--- src/sv/assert_macros.svh ---
// Assertion helpers for the RTL.
`ifndef ASSERT_MACROS_SVH
`define ASSERT_MACROS_SVH

// Property checked at every clock edge outside reset.
`define LFC_ASSERT(label, clk, rst_n, prop, msg) \
  label: assert property (@(posedge clk) disable iff (!rst_n) prop) \
    else $error(msg);

// Condition that must never be seen outside reset.
`define LFC_NEVER(label, clk, rst_n, cond, msg) \
  label: assert property (@(posedge clk) disable iff (!rst_n) !(cond)) \
    else $error(msg);

`endif

--- src/sv/lfc_pkg.sv ---
package lfc_pkg;

  localparam int KIND_W    = 2;
  localparam int TAP_IDX_W = 12;
  localparam int TAP_CNT_W = 13;
  // widest sample or coefficient word carried through the command queue
  localparam int WORD_W    = 32;

  typedef enum logic [KIND_W-1:0] {
    KIND_SAMPLE = 2'd0,
    KIND_LOAD   = 2'd1,
    KIND_CLEAR  = 2'd2
  } kind_t;

  typedef struct packed {
    kind_t                 kind;
    logic [WORD_W-1:0]     data;
    logic [TAP_IDX_W-1:0]  idx;
  } cmd_t;

  typedef enum logic [1:0] {
    ST_IDLE,
    ST_RUN,
    ST_DRAIN,
    ST_ROUND
  } state_t;

endpackage

--- src/sv/lfc_if.sv ---
interface lfc_in_if import lfc_pkg::*; #(
  parameter int SAMPLE_BITS = 24,
  parameter int COEF_BITS   = 24
);
  logic                         valid;
  logic                         ready;
  logic [KIND_W-1:0]            kind;
  logic signed [SAMPLE_BITS-1:0] sample_in;
  logic [TAP_IDX_W-1:0]         tap_index;
  logic signed [COEF_BITS-1:0]  tap_value;

  modport source (output valid, kind, sample_in, tap_index, tap_value, input ready);
  modport sink   (input valid, kind, sample_in, tap_index, tap_value, output ready);
endinterface


--- src/sv/lfc_front.sv ---
module lfc_front import lfc_pkg::*; (
  lfc_in_if.sink    in_ch,
  output logic      push_valid,
  input  logic      push_ready,
  output cmd_t      push_cmd
);
  // unknown kinds are taken and dropped here
  assign in_ch.ready = push_ready;

  always_comb begin
    push_valid    = 1'b0;
    push_cmd.kind = KIND_SAMPLE;
    push_cmd.data = '0;
    push_cmd.idx  = in_ch.tap_index;
    case (in_ch.kind)
      KIND_SAMPLE: begin
        push_valid    = in_ch.valid;
        push_cmd.kind = KIND_SAMPLE;
        push_cmd.data = WORD_W'(unsigned'(in_ch.sample_in));
      end
      KIND_LOAD: begin
        push_valid    = in_ch.valid;
        push_cmd.kind = KIND_LOAD;
        push_cmd.data = WORD_W'(unsigned'(in_ch.tap_value));
      end
      KIND_CLEAR: begin
        push_valid    = in_ch.valid;
        push_cmd.kind = KIND_CLEAR;
      end
      default: begin
        push_valid = 1'b0;
      end
    endcase
  end
endmodule

--- src/flat_wrapper.sv ---
// flat-port wrapper written by rule: the top's interface ports become plain ports
module lfc_front_flat import lfc_pkg::*;
  (push_valid, push_ready, push_cmd, in_ch_valid, in_ch_kind, in_ch_sample_in, in_ch_tap_index, in_ch_tap_value, in_ch_ready);
  lfc_in_if in_ch_i ();
  output logic push_valid;
  input  logic push_ready;
  output cmd_t push_cmd;
  input wire logic [$bits(in_ch_i.valid)-1:0] in_ch_valid;
  input wire logic [$bits(in_ch_i.kind)-1:0] in_ch_kind;
  input wire logic [$bits(in_ch_i.sample_in)-1:0] in_ch_sample_in;
  input wire logic [$bits(in_ch_i.tap_index)-1:0] in_ch_tap_index;
  input wire logic [$bits(in_ch_i.tap_value)-1:0] in_ch_tap_value;
  output wire logic [$bits(in_ch_i.ready)-1:0] in_ch_ready;
  assign in_ch_i.valid = in_ch_valid;
  assign in_ch_i.kind = in_ch_kind;
  assign in_ch_i.sample_in = in_ch_sample_in;
  assign in_ch_i.tap_index = in_ch_tap_index;
  assign in_ch_i.tap_value = in_ch_tap_value;
  assign in_ch_ready = in_ch_i.ready;
  lfc_front u_core (.in_ch(in_ch_i), .push_valid(push_valid), .push_ready(push_ready), .push_cmd(push_cmd));
endmodule
--- config.mk ---
export PLATFORM = sky130hd
export DESIGN_NAME = lfc_front_flat
export DESIGN_NICKNAME = d
export VERILOG_FILES = /design/src/sv/assert_macros.svh /design/src/sv/lfc_pkg.sv /design/src/sv/lfc_if.sv /design/src/sv/lfc_front.sv /design/src/flat_wrapper.sv
export SDC_FILE = /design/constraint.sdc
export NUM_CORES = 1
export LEC_CHECK = 0
export ABC_AREA = 1
export BUFFER_PORTS_ARGS = -buffer_cell sky130_fd_sc_hd__buf_2
export CORE_MARGIN = 5
export CORE_UTILIZATION = 26
export DETAILED_ROUTE_END_ITERATION = 6
export GPL_ROUTABILITY_DRIVEN = 0
export PLACE_DENSITY = 0.87
export SETUP_SLACK_MARGIN = 0.02
export SYNTH_ARGS = -nofsm -noshare
export SYNTH_HDL_FRONTEND = slang
export SYNTH_SLANG_ARGS = --single-unit
--- constraint.sdc ---
create_clock -name vclk -period 1.2
set_clock_uncertainty 0.2 [all_clocks]
set_input_delay 0.12 -clock vclk [all_inputs]
set_output_delay 0.12 -clock vclk [all_outputs]
set_load 0.1 [all_outputs]
==> flow_summary.ini <==
[run_status]
status = finished clean

[finish]
area_growth_pct = 194
nets = 243
n_antenna_cell = 0
seq_cells = 0
nClkBuffers = 0
regArea_um2 = 0
layout-drive-gt1-share_pct = 75.1
fin_cells = 204

[die]
core_um2 = 1980
die_w_um = 55.8
rows = 16
die_height_um = 55.8
start_util_pct = 27.5
dieArea_um2 = 3110
pin_count = 112

[global_routing]
overflow = 0
first_global_vias = 914
grt_usage_pct = 18.0
grt_pass1_wl_um = 4630
grt_max_degree = 26
antenna_found_initial = 0

[route]
via_per_inst = 4.55
drt_iter0_drc = 11
num_vias = 929
routed_wirelength_um = 3110
ant_nets = 0
wl_per_cell_um = 15.2
drc = 0
first_pass_iters = 4

[synthesis]
ys_seq_area_share_pct = 0
syn_inst = 107
syn-cell-area_um2 = 546
ys_types = 11
synth_area_leaders = nand2_1 33%, buf_4 30%, nand3_1 22%
synth.most_common_cell = nand2_1
syn_area_per_cell_um2 = 5.10
yosys.area.top_type = nand2_1
ys_warn_count = 0
yosys-top-cells-count = 48 x nand2_1, 24 x nand3_1, 22 x buf_4
yosysTopAreaCellShare_pct = 33.0

[worst_setup_path]
critPathLaunchType = input port
critPathKind = input port to primary output
cp_max_fo = 18
crit_path_end_kind = primary output
cp_data_arrival_time_ps = 870
crit_required_ps = 880

[sta]
rsz0062_at_grt = true
fin_crit_sh_pct = 99.5
timing.hold.ws_ps = 40.0
setup_violations = 0
drv_slew = 0
period_needed_ps = 1190
hold_viol = 0
max_freq_mhz = 837

[placed_design]
io_buffers = 78
dp_cells = 203
dp_hpwl_um = 2570

[power]
ir_drop_mv = 0.414
power.leakage_nw = 0.807
power.density_nw_per_um2 = 738

[min_path]
min_path_type = input port to primary output

[clocking]
cts_setup_buffers = 0

[flow_run]
drv_cap = 0
-- per-layer routing --
metal	global-route usage (%)	routed length, um	vias to the layer above
met5	0	0	-
met3	5.34	307	8
met4	1.39	38	0
met1	18.9	1040	412
li1	-	-	450
met2	36.0	1730	59
-- cells in the final DEF, fill, tap and decap left out, drive strengths merged --
cell type  Yosys  final
a21boi         1      1
nor2           3      3
clkbuf         0      1
inv            2      2
nand3         24     24
conb           1      8
nand2         48     48
buf           28     90
-- metrics by stage --
stage                     setup slack [ps]  util, %  TNS [ps]  power [mW]  cell area [um^2]
after floorplan                      -2.38        -     -2.38       0.964               797
after global placement               -12.5     76.5     -26.1        1.14              1520
after detailed placement             -43.0     76.5      -555        1.16              1520
after CTS                            -36.7     77.5      -392        1.16              1540
after global routing                 -37.2     81.1      -409        1.22              1610
final                                 5.43     81.1         0        1.19              1610
-- path summary, 6_finish.rpt --
| check | startpoint | to | cells past startpoint |
|---|---|---|---|
| setup / recovery | in_ch_kind[0] | push_cmd[25] | 6 |
| hold / removal | in_ch_tap_index[9] | push_cmd[9] | 0 |
-- cell type report --
type	count	area, um^2
timing repair buffer	91	952
inverter	2	7.51
fill	144	375
multi-input combinational	84	613
tap	27	33.8
-- worst max-delay path, cell delays in order --
cell and delay [ps]:
buf_6 110, nor2_4 140, buf_12 150, nand2_1 90, nand2_4 80, buf_12 170
-- power breakdown --
part	internal (mW)	switching (mW)	total (mW)
Combinational	0.403	0.782	1.19
Sequential	0	0	0
Clock	0	0	0
-- kinds of logic (layout without fill, tap and decap cells) --
| logic type | count (synthesis) | after routing | share of synthesized area (%) |
|---|---|---|---|
| AOI/OAI and AO/OA | 1 | 1 | 1.38 |
| buffers and inverters | 30 | 93 | 39.4 |
| other | 1 | 8 | 0.687 |
| and+or+nand+nor | 75 | 75 | 58.5 |
-- repair_timing --
item,CTS,global route
gates cloned,0,1
setup endpoints to repair,25,25
pin swaps,0,1
resized for setup,7,11
hold buffers,0,0
Note: power is estimated with default switching activity, not from simulation.
