File: src/sv/assert_macros.svh
// Assertion helpers for the RTL.
`ifndef ASSERT_MACROS_SVH
`define ASSERT_MACROS_SVH

// Property checked at every clock edge outside reset.
`define LFC_ASSERT(label, clk, rst_n, prop, msg) \
  label: assert property (@(posedge clk) disable iff (!rst_n) prop) \
    else $error(msg);

// Condition that must never be seen outside reset.
`define LFC_NEVER(label, clk, rst_n, cond, msg) \
  label: assert property (@(posedge clk) disable iff (!rst_n) !(cond)) \
    else $error(msg);

`endif

File: src/sv/lfc_pkg.sv
package lfc_pkg;

  localparam int KIND_W    = 2;
  localparam int TAP_IDX_W = 12;
  localparam int TAP_CNT_W = 13;
  // widest sample or coefficient word carried through the command queue
  localparam int WORD_W    = 32;

  typedef enum logic [KIND_W-1:0] {
    KIND_SAMPLE = 2'd0,
    KIND_LOAD   = 2'd1,
    KIND_CLEAR  = 2'd2
  } kind_t;

  typedef struct packed {
    kind_t                 kind;
    logic [WORD_W-1:0]     data;
    logic [TAP_IDX_W-1:0]  idx;
  } cmd_t;

  typedef enum logic [1:0] {
    ST_IDLE,
    ST_RUN,
    ST_DRAIN,
    ST_ROUND
  } state_t;

endpackage

File: src/sv/lfc_cmd_fifo.sv
module lfc_cmd_fifo import lfc_pkg::*; (
  input  logic clk,
  input  logic rst_n,
  input  logic push_valid,
  output logic push_ready,
  input  cmd_t push_cmd,
  output logic pop_valid,
  input  logic pop_ready,
  output cmd_t pop_cmd
);
  localparam int DEPTH = 2;
  localparam int PW    = $clog2(DEPTH);
  localparam int CNTW  = $clog2(DEPTH + 1);

  cmd_t              entries_r [DEPTH];
  logic [PW-1:0]     wr_ptr_r, wr_ptr_nxt;
  logic [PW-1:0]     rd_ptr_r, rd_ptr_nxt;
  logic [CNTW-1:0]   count_r, count_nxt;
  logic              push, pop;

  assign push_ready = (count_r != CNTW'(DEPTH));
  assign pop_valid  = (count_r != '0);
  assign pop_cmd    = entries_r[rd_ptr_r];
  assign push       = push_valid && push_ready;
  assign pop        = pop_valid && pop_ready;

  always_comb begin
    wr_ptr_nxt = push ? wr_ptr_r + PW'(1) : wr_ptr_r;
    rd_ptr_nxt = pop ? rd_ptr_r + PW'(1) : rd_ptr_r;
    count_nxt  = count_r + CNTW'(push) - CNTW'(pop);
  end

  always_ff @(posedge clk) begin
    if (!rst_n) begin
      wr_ptr_r <= '0;
      rd_ptr_r <= '0;
      count_r  <= '0;
    end else begin
      wr_ptr_r <= wr_ptr_nxt;
      rd_ptr_r <= rd_ptr_nxt;
      count_r  <= count_nxt;
    end
  end

  always_ff @(posedge clk) begin
    if (push) begin
      entries_r[wr_ptr_r] <= push_cmd;
    end
  end
endmodule

File: config.mk
export PLATFORM = sky130hd
export DESIGN_NAME = lfc_cmd_fifo
export DESIGN_NICKNAME = d
export VERILOG_FILES = /design/src/sv/assert_macros.svh /design/src/sv/lfc_pkg.sv /design/src/sv/lfc_cmd_fifo.sv
export SDC_FILE = /design/constraint.sdc
export NUM_CORES = 1
export LEC_CHECK = 0
export ABC_AREA = 1
export BUFFER_PORTS_ARGS = -buffer_cell sky130_fd_sc_hd__buf_2
export CAP_MARGIN = 20
export CORE_MARGIN = 3
export CORE_UTILIZATION = 52
export DETAILED_ROUTE_END_ITERATION = 6
export GPL_ROUTABILITY_DRIVEN = 1
export HOLD_SLACK_MARGIN = 0.12
export PLACE_DENSITY = 0.79
export SLEW_MARGIN = 10
export SYNTH_ARGS = -nofsm -noshare
export SYNTH_HDL_FRONTEND = slang
export SYNTH_SLANG_ARGS = --single-unit
File: constraint.sdc
create_clock -name clk -period 3.5 [get_ports clk]
set_clock_uncertainty 0.2 [all_clocks]
set_input_delay 0 -clock clk [delete_from_list [all_inputs] [get_ports clk]]
set_output_delay 0 -clock clk [all_outputs]
set_load 0.1 [all_outputs]
==> flow_metrics.py, run 1 <==
metrics = {
    "run_status": {
        "outcome": "finished, final reports clean",
    },
    "clock_network": {
        "path_clk_slew_ns": 0.09,
        "clock-root-buffer": "clkbuf_8",
        "h-tree-depth": 3,
        "cts_inserted_buffers": 9,
        "clkLatencyLatePin_ns": 0.35,
        "clock-sinks": 97,
        "cts_max_path_buffers": 2,
        "cts_tree": "yes",
    },
    "logic_synthesis": {
        "synthArstFlopShare": 0,
        "yosysMostFrequentCell": "edfxtp_1",
        "avgSynthCellArea_sq_um": 21.0,
        "netlist_top_cells_area": "edfxtp_1, mux2_4, dfxtp_1, buf_12, mux2_2",
        "synth_largest_area_cell": "edfxtp_1",
        "synthFlopType": "edfxtp_1",
        "synth_area_sq_mm": 0.00376,
        "yosysTopAreaCellShare": 0.735,
        "ys_types": 14,
        "synth_nets": 230,
        "ys_seq_area_frac": 0.762,
        "synth-edff-count": 92,
        "synth_common_cells": "edfxtp_1, mux2_4, nand2_1, nor2_1, inv_1",
        "yosys_register_bits": 97,
        "syn_inst": 179,
        "yosysWarnings": 0,
    },
    "setup_path": {
        "critPathMaxFanout": 31,
        "endpoint_kind": "output port",
        "cp_slowest_stage_delay_ns": 0.69,
        "crit_type": "flip-flop to output port",
        "regToRegSetupSlack_ns": 1.39,
        "slowest_stage": "dfxtp_2",
        "start_kind": "flip-flop",
        "worstPathRequired_ns": 3.30,
        "critical_path.cell_chain": "buf_12, mux2_2, buf_2",
        "arrival_ns": 2.02,
    },
    "power_and_ir_drop": {
        "total_power_mw": 4.34,
        "ir_worst_vdd_mv": 0.833,
        "cellPowerDensity_mw_per_mm2": 863,
        "p_leak_nw": 2.01,
    },
    "cells_and_area": {
        "insertedDiodeCount": 0,
        "fin_area_sq_mm": 0.00503,
        "drive_gt1_frac": 0.488,
        "syn2layout_area_growth_pct": 33.9,
        "fillers": 453,
        "fin_nets": 388,
    },
    "global_route": {
        "track_usage": 0.166,
        "antenna_found_initial": 0,
        "grt_pass1_wl_mm": 10.6,
        "overflow": 0,
        "grt_max_degree": 32,
        "first_global_vias": 2115,
    },
    "timing": {
        "finalSetupViolations": 0,
        "fmax_ghz": 0.450,
        "period_share": 0.635,
        "hold_viol": 0,
        "setup_tns_ns": 0,
        "grt_setup_unrepaired": "no",
        "setup_slack_ns": 1.28,
        "fin_crit_ns": 2.22,
        "worst_slew_pin_slew_ns": 0.549,
        "slew_viol_final": 0,
        "max_slew_margin": 0.634,
    },
    "floorplanning": {
        "start_util": 0.544,
        "coreArea_sq_mm": 0.00691,
        "die-width_microns": 91.0,
        "rows": 30,
        "die_area_sq_mm": 0.00828,
        "io_pins": 98,
        "die_h_microns": 91.0,
    },
    "drt": {
        "vias": 2047,
        "wirelength_mm": 6.63,
        "drt_iter0_drc": 112,
        "firstDrtPassIters": 5,
        "post-route-drc-count": 0,
        "antenna_left": 0,
        "wl_per_cell_microns": 15.1,
        "vias_per_cell": 4.67,
    },
    "placement": {
        "postPlaceCellArea_sq_mm": 0.00434,
        "io_buffer_count": 97,
        "pre_cts_ws_ns": 1.60,
        "place_congestion": 0.707,
        "hpwlAfterDp_mm": 4.27,
    },
    "worst_hold_path": {
        "hp-class": "input pin to flip-flop",
    },
    "job": {
        "cap_violations": 0,
    },
}
[report_power, final]
part           total, mW  internal (mW)  leakage, nW  switching, mW
Combinational       2.10          0.483         1.01           1.62
Sequential          1.55           1.47        0.901         0.0795
Clock              0.691          0.329       0.0970          0.362
Total               4.34           2.28         2.01           2.06
[per-layer routing]
layer	up-vias	global-route usage	wire (microns)
met2	67	0.278	3440
met1	970	0.199	2700
met5	-	0	0
li1	994	-	-
met4	0	0.0867	150
met3	16	0.0406	340
[per-stage QoR]
| stage | instances | hold slack, ns | util |
|---|---|---|---|
| 5_1_grt | 438 | 0.165 | 0.728 |
| 3_5_place_dp | 372 | -0.00857 | 0.628 |
| 2_1_floorplan | 179 | -0.107 | - |
| 6_report | 438 | 0.166 | 0.728 |
| 3_3_place_gp | 372 | -0.0115 | 0.628 |
| 4_1_cts | 438 | 0.156 | 0.728 |
[cell families after synthesis]
family	count (synthesis)	synth area share
AOI/OAI and AO/OA	1	0.00133
xor gates and xnor gates	1	0.00233
adders and majority gates	1	0.00333
buffers and inverters	12	0.0313
DFF	97	0.762
muxes	46	0.178
and+or+nand+nor	21	0.0220
[area by class of cell]
cell class | instances | area (sq um) | share of cell area
Inverter | 7 | 26.3 | 0.00522
Clock inverter | 7 | 68.8 | 0.0137
Tap cell | 96 | 120 | 0.0239
Timing Repair Buffer | 152 | 1040 | 0.206
Sequential cell | 97 | 2860 | 0.569
Clock buffer | 9 | 124 | 0.0246
Multi-Input combinational cell | 70 | 792 | 0.157
[worst max-delay path, delay by kind of cell (launching register included)]
family / cells / cell delay [ns]
buf+inv: 2 / 0.60
flops: 1 / 0.69
mux: 1 / 0.36
[final timing paths]
path                     start               end  cells past startpoint
hold / removal    push_cmd[32]  entries_r[1][32]                      2
hold reg to reg       rd_ptr_r         flip-flop                      2
setup reg to reg    count_r[0]        count_r[0]                      8
setup / recovery     flip-flop       pop_cmd[37]                      3
[sequential cells by signal, summed over array words and instances, names as in the netlist, named ones only]
register / flops
count_r: 2
entries_r: 92
rd_ptr_r: 1
wr_ptr_r: 1
[repair_timing]
item	CTS	global route
resized for setup	0	0
endpoints found under the hold margin	111	0
buffers inserted	0	0
hold buffers	50	0
[placed cells by master (no fill, tap or decap)]
cell / n
a21oi_1: 1
buf_12: 1
buf_2: 97
buf_4: 4
bufinv_16: 1
clkbuf_8: 9
clkinv_1: 1
clkinv_2: 2
clkinv_4: 1
clkinvlp_4: 1
dfxtp_1: 4
dfxtp_2: 1
dlygate4sd3_1: 50
edfxtp_1: 92
ha_1: 1
inv_1: 7
inv_6: 1
mux2_2: 6
mux2_4: 40
nand2_1: 11
nand3_1: 1
nor2_1: 6
nor2_2: 1
nor2_4: 2
xnor2_1: 1
Note: power is estimated with default switching activity, not from simulation.
==> run 2, diff against run 1 <==
--- a/config.mk
+++ b/config.mk
@@ -9,11 +9,11 @@
 export BUFFER_PORTS_ARGS = -buffer_cell sky130_fd_sc_hd__buf_2
 export CAP_MARGIN = 20
 export CORE_MARGIN = 3
-export CORE_UTILIZATION = 52
+export CORE_UTILIZATION = 47
 export DETAILED_ROUTE_END_ITERATION = 6
 export GPL_ROUTABILITY_DRIVEN = 1
 export HOLD_SLACK_MARGIN = 0.12
-export PLACE_DENSITY = 0.79
+export PLACE_DENSITY = 0.75
 export SLEW_MARGIN = 10
 export SYNTH_ARGS = -nofsm -noshare
 export SYNTH_HDL_FRONTEND = slang
==> constraint.sdc (replaced) <==
create_clock -name clk -period 1.9 [get_ports clk]
set_clock_uncertainty 0.2 [all_clocks]
set_input_delay 0 -clock clk [delete_from_list [all_inputs] [get_ports clk]]
set_output_delay 0 -clock clk [all_outputs]
set_load 0.1 [all_outputs]
==> run 2 against run 1 <==
Compared with the run above:
- wire length decreased by 1.9%
- cell count increased by 0.46%
- first-iteration DRC count decreased by 39%
- non-clock buffer count unchanged
- clock-buffer cell count increased by 1
- critical path depth unchanged
- hold slack improved by 0.0046 ns
- register-to-register slack got worse by 1.2 ns
- sequential power increased by 82%
- flip-flop and latch count unchanged
- via count increased by 0.29%
- setup slack got worse by 1.2 ns
- critical path type unchanged
==> flow_metrics.py, run 2 (synthesized netlist as in run 1, its figures left out) <==
metrics = {
    "run_status": {
        "outcome": "finished, final reports clean",
    },
    "clock_network": {
        "post_cts_buffers": 0,
        "clkLatencyLatePin_ns": 0.35,
        "cts_max_path_buffers": 2,
        "h-tree-depth": 3,
        "path_clk_slew_ns": 0.08,
        "cts_inserted_buffers": 9,
        "clock-root-buffer": "clkbuf_8",
        "clock-sinks": 97,
        "cts_tree": "yes",
    },
    "power_and_ir_drop": {
        "p_leak_nw": 2.03,
        "ir_worst_vdd_mv": 1.56,
        "cellPowerDensity_mw_per_mm2": 1580,
    },
    "cells_and_area": {
        "regMostFlops": "entries_r",
        "final_common_cell": "buf_2",
        "final_util": 0.683,
        "largest_register_ffs": 92,
        "reg_top3": "entries_r (92), count_r (2)",
        "layout.cells.most_common_list": "buf_2, edfxtp_1, dlygate4sd3_1",
        "fin_cells": 440,
        "insertedDiodeCount": 0,
        "fin_nets": 388,
        "drive_gt1_frac": 0.504,
        "syn2layout_area_growth_pct": 36.1,
    },
    "setup_path": {
        "arrival_ns": 1.63,
        "crit_type": "flip-flop to output port",
        "cp_slowest_stage_delay_ns": 0.37,
        "start_kind": "flip-flop",
        "worstPathRequired_ns": 1.70,
        "crit_family": "buffers and inverters",
        "critical_path.cell_chain": "buf_12, mux2_2, clkbuf_4",
        "crit_buf_inv": 2,
        "critPathMaxFanout": 30,
        "endpoint_kind": "output port",
        "slowest_stage": "mux2_2",
    },
    "timing": {
        "worst_slew_pin_slew_ns": 0.499,
        "finalSetupViolations": 0,
        "hold_viol": 0,
        "fin_crit_ns": 1.83,
        "period_share": 0.963,
        "slew_viol_final": 0,
        "fmax_ghz": 0.546,
        "grt_setup_unrepaired": "no",
        "max_slew_margin": 0.670,
        "hold_slack_ns": 0.171,
    },
    "global_route": {
        "antenna_found_initial": 0,
        "grt_max_degree": 31,
        "track_usage": 0.149,
        "overflow": 0,
        "first_global_vias": 2108,
        "grt_pass1_wl_mm": 9.89,
    },
    "floorplanning": {
        "start_util": 0.502,
        "die_area_sq_mm": 0.00910,
        "die-width_microns": 95.4,
        "rows": 31,
        "coreArea_sq_mm": 0.00749,
        "io_pins": 98,
        "die_h_microns": 95.4,
    },
    "drt": {
        "firstDrtPassIters": 4,
        "post-route-drc-count": 0,
        "wirelength_mm": 6.51,
        "vias_per_cell": 4.67,
        "vias": 2053,
        "drt_iter0_drc": 68,
        "wl_per_cell_microns": 14.8,
        "antenna_left": 0,
    },
    "placement": {
        "placedCellCount": 376,
        "place_congestion": 0.669,
        "hpwlAfterDp_mm": 4.11,
        "io_buffer_count": 97,
    },
    "worst_hold_path": {
        "hp-class": "input pin to flip-flop",
    },
    "job": {
        "cap_violations": 0,
    },
}
[run 2: cell count changes in the layout (fill, tap and decap cells not counted), moves of 2 or more]
cell     before  now
buf_12        1    5
nand2_8       0    2
dfxtp_1       4    2
buf_4         4    0
dfxtp_2       1    3
nand2_1      11    9
[run 2: path summary, 6_finish.rpt]
path	from	to	slack, ns	depth (start not counted)
max	flip-flop	pop_cmd[41]	0.07	3
min	push_cmd[24]	entries_r[1][24]	0.17	2
max reg2reg	count_r[1]	count_r[1]	0.20	10
min reg2reg	rd_ptr_r	flip-flop	0.32	2
[run 2: area by class of cell]
type                    count  area [sq um]
repair buffers            152          1090
fillers                   512          2370
clock buffers              10           128
well taps                  99           124
inverters                   7          26.3
flip-flops and latches     97          2870
multi-input cells          70           825
clock inverters             5          56.3
[run 2: what timing repair did]
item | CTS | global route
pin swaps | 0 | 0
endpoints found under the hold margin | 189 | 0
endpoints found under the setup margin | 2 | 2
gates cloned | 0 | 0
hold buffers | 49 | 0
resized for setup | 1 | 2
[run 2: report_power, final]
group	total, mW	internal (mW)	switching, mW
clock network	1.25	0.602	0.650
logic	4.02	0.953	3.07
registers	2.82	2.71	0.107
[run 2: per-layer routing]
metal	wire, microns	GRT usage	up-vias	share of wire
met1	2620	0.169	983	0.40
met2	3370	0.265	66	0.52
met4	136	0.0829	0	0.021
li1	-	-	993	-
met5	0	0	-	0
met3	380	0.0284	11	0.058
[run 2: metrics by stage]
stage / worst slack [ns] / TNS (ns) / power [mW] / area, sq um
2_1_floorplan: -0.0871 / -6.50 / 6.34 / 3810
3_3_place_gp: 0.245 / 0 / 6.77 / 4430
3_5_place_dp: 0.131 / 0 / 6.82 / 4430
4_1_cts: 0.0377 / 0 / 8.16 / 5110
5_1_grt: 0.00816 / 0 / 8.40 / 5110
6_report: 0.0699 / 0 / 8.09 / 5110
==> run 3, diff against run 2 <==
--- a/config.mk
+++ b/config.mk
@@ -9,11 +9,11 @@
 export BUFFER_PORTS_ARGS = -buffer_cell sky130_fd_sc_hd__buf_2
 export CAP_MARGIN = 20
 export CORE_MARGIN = 3
-export CORE_UTILIZATION = 47
+export CORE_UTILIZATION = 45
 export DETAILED_ROUTE_END_ITERATION = 6
 export GPL_ROUTABILITY_DRIVEN = 1
 export HOLD_SLACK_MARGIN = 0.12
-export PLACE_DENSITY = 0.75
+export PLACE_DENSITY = 0.72
 export SLEW_MARGIN = 10
 export SYNTH_ARGS = -nofsm -noshare
 export SYNTH_HDL_FRONTEND = slang
==> run 3 against run 2 <==
Compared with the run above:
- global-route usage hardly changed
- setup slack better by 0.066 ns
- first-iteration DRC count decreased by 46%
- largest cell class unchanged
- register-to-register slack worse by 0.03 ns
- wire length rose by 5.6%
- combinational power up 29%
- clock power fell by 9%
- critical endpoint unchanged
- fmax rose by 3.7%
- hold slack got worse by 0.0044 ns
- critical path depth did not move
- sequential share of layout area shrank 6.8 points
- via count increased by 2.4%
==> flow_metrics.py, run 3 (synthesized netlist as in run 1, its figures left out) <==
metrics = {
    "cells_and_area": {
        "drive_gt1_frac": 0.517,
        "layout.cells.most_common_list": "edfxtp_1, buf_2, buf_12",
        "fin_nets": 395,
        "final_common_cell": "edfxtp_1",
        "regMostFlops": "entries_r",
        "syn2layout_area_growth_pct": 55.1,
        "reg_top3": "entries_r (92), count_r (2)",
        "largest_register_ffs": 92,
        "insertedDiodeCount": 0,
    },
    "drt": {
        "antenna_left": 0,
        "drt_iter0_drc": 37,
        "wirelength_mm": 6.87,
        "post-route-drc-count": 0,
        "firstDrtPassIters": 4,
        "vias": 2103,
        "wl_per_cell_microns": 15.3,
        "vias_per_cell": 4.67,
    },
    "worst_hold_path": {
        "hold_start": "push_cmd[31]",
        "hold_path_end": "entries_r[1][31]",
        "min_path_cells": 2,
        "hp-class": "input pin to flip-flop",
    },
    "placement": {
        "io_buffer_count": 97,
        "hpwlAfterDp_mm": 4.36,
        "place_congestion": 0.645,
    },
    "setup_path": {
        "slowest_stage": "dfxtp_4",
        "cp_common_cell": "buf_12",
        "arrival_ns": 1.56,
        "reg2reg_from": "count_r[1]",
        "cp_slowest_stage_delay_ns": 0.44,
        "worstPathRequired_ns": 1.70,
        "endpoint_kind": "output port",
        "crit_type": "flip-flop to output port",
        "critPathMaxFanout": 21,
        "reg2reg_to": "count_r[1]",
        "crit_buf_inv": 2,
        "start_kind": "flip-flop",
        "reg2regPathDepth": 9,
        "crit_family": "flip-flops",
        "regToRegSetupSlack_ns": 0.17,
        "critical_path.cell_chain": "buf_12, mux2_2, buf_12",
        "path_depth": 3,
    },
    "global_route": {
        "track_usage": 0.150,
        "grt_max_degree": 39,
        "overflow": 0,
        "first_global_vias": 2216,
        "grt_pass1_wl_mm": 11.1,
        "antenna_found_initial": 0,
    },
    "power_and_ir_drop": {
        "p_comb_frac": 0.565,
        "intPower_mw": 5.11,
        "clockPowerShare": 0.124,
        "power_switching_mw": 4.04,
        "p_leak_nw": 2.31,
        "total_power_mw": 9.16,
        "cellPowerDensity_mw_per_mm2": 1570,
        "ir_worst_vdd_mv": 1.39,
        "swShare": 0.441,
        "p_seq_frac": 0.311,
    },
    "clock_network": {
        "path_clk_slew_ns": 0.09,
        "clkLatencyLatePin_ns": 0.34,
        "h-tree-depth": 3,
        "cts_inserted_buffers": 9,
        "cts_tree": "yes",
        "clock-sinks": 97,
        "clock-root-buffer": "clkbuf_8",
        "cts_max_path_buffers": 2,
    },
    "job": {
        "cap_violations": 0,
    },
    "run_status": {
        "outcome": "finished, final reports clean",
    },
    "floorplanning": {
        "coreArea_sq_mm": 0.00793,
        "die-width_microns": 97.4,
        "die_h_microns": 97.4,
        "rows": 32,
        "io_pins": 98,
        "start_util": 0.474,
        "die_area_sq_mm": 0.00948,
    },
    "timing": {
        "fmax_ghz": 0.567,
        "period_share": 0.929,
        "worst_slew_pin_slew_ns": 0.488,
        "hold_viol": 0,
        "finalSetupViolations": 0,
        "setup_tns_ns": 0,
        "grt_setup_unrepaired": "no",
        "slew_viol_final": 0,
        "fin_crit_ns": 1.76,
        "max_slew_margin": 0.677,
    },
}
-- run 3: final cells by class --
type	count	area, sq um
flip-flops and latches	97	2870
fillers	494	2100
repair buffers	159	1810
multi-input cells	70	825
well taps	102	128
clock buffers	9	124
clock inverters	6	42.5
inverters	7	26.3
-- run 3: worst max path at each step --
stage	start	to	slack, ns
finish	flip-flop	pop_cmd[41]	0.14
global route	count_r[1]	count_r[1]	0.02
CTS	flip-flop	pop_cmd[41]	0.007
detailed placement	count_r[1]	count_r[1]	0.08
global placement	count_r[1]	count_r[1]	0.25
floorplan	count_r[0]	entries_r[1][0]	-0.09
-- run 3: worst register-to-register path, stage by stage (launching register included) --
cell and delay [ns]:
dfxtp_2 0.41, nor2_1 0.10, nor2_2 0.21, xnor2_1 0.16, ha_1 0.19, nand2_1 0.07, nand2_1 0.09, nand3_1 0.08
nand2_1 0.08, nor2_1 0.04
-- run 3: per-stage QoR --
| stage | instance area (sq um) | hold WS [ns] | setup WS (ns) | util | std cells |
|---|---|---|---|---|---|
| floorplan | 3810 | -0.107 | -0.0871 | - | 179 |
| global placement | 5120 | -0.0126 | 0.247 | 0.646 | 379 |
| detailed placement | 5120 | -0.00795 | 0.0828 | 0.646 | 379 |
| CTS | 5770 | 0.147 | 0.00702 | 0.728 | 443 |
| global route | 5830 | 0.162 | 0.0198 | 0.735 | 450 |
| finish | 5830 | 0.166 | 0.136 | 0.735 | 450 |
-- run 3: per-layer routing --
| layer | global-route usage | share of wire | vias to the layer above |
|---|---|---|---|
| li1 | - | - | 1008 |
| met1 | 0.184 | 0.41 | 1008 |
| met2 | 0.257 | 0.52 | 75 |
| met3 | 0.0273 | 0.047 | 12 |
| met4 | 0.0682 | 0.017 | 0 |
| met5 | 0 | 0 | - |
-- run 3: what timing repair did --
| action | in CTS | in global routing |
|---|---|---|
| buffers inserted | 0 | 7 |
| gates resized for setup | 0 | 1 |
| hold buffers | 49 | 0 |
| endpoints found under the hold margin | 167 | 0 |
| setup endpoints to repair | 0 | 5 |
-- run 3: power groups by stage --
stage	logic (mW)	registers, mW	clock network, mW
finish	5.17	2.84	1.14
global route	5.32	2.88	1.25
CTS	5.12	2.87	1.18
detailed placement	5.03	2.91	0
global placement	4.99	2.89	0
floorplan	3.50	2.84	0
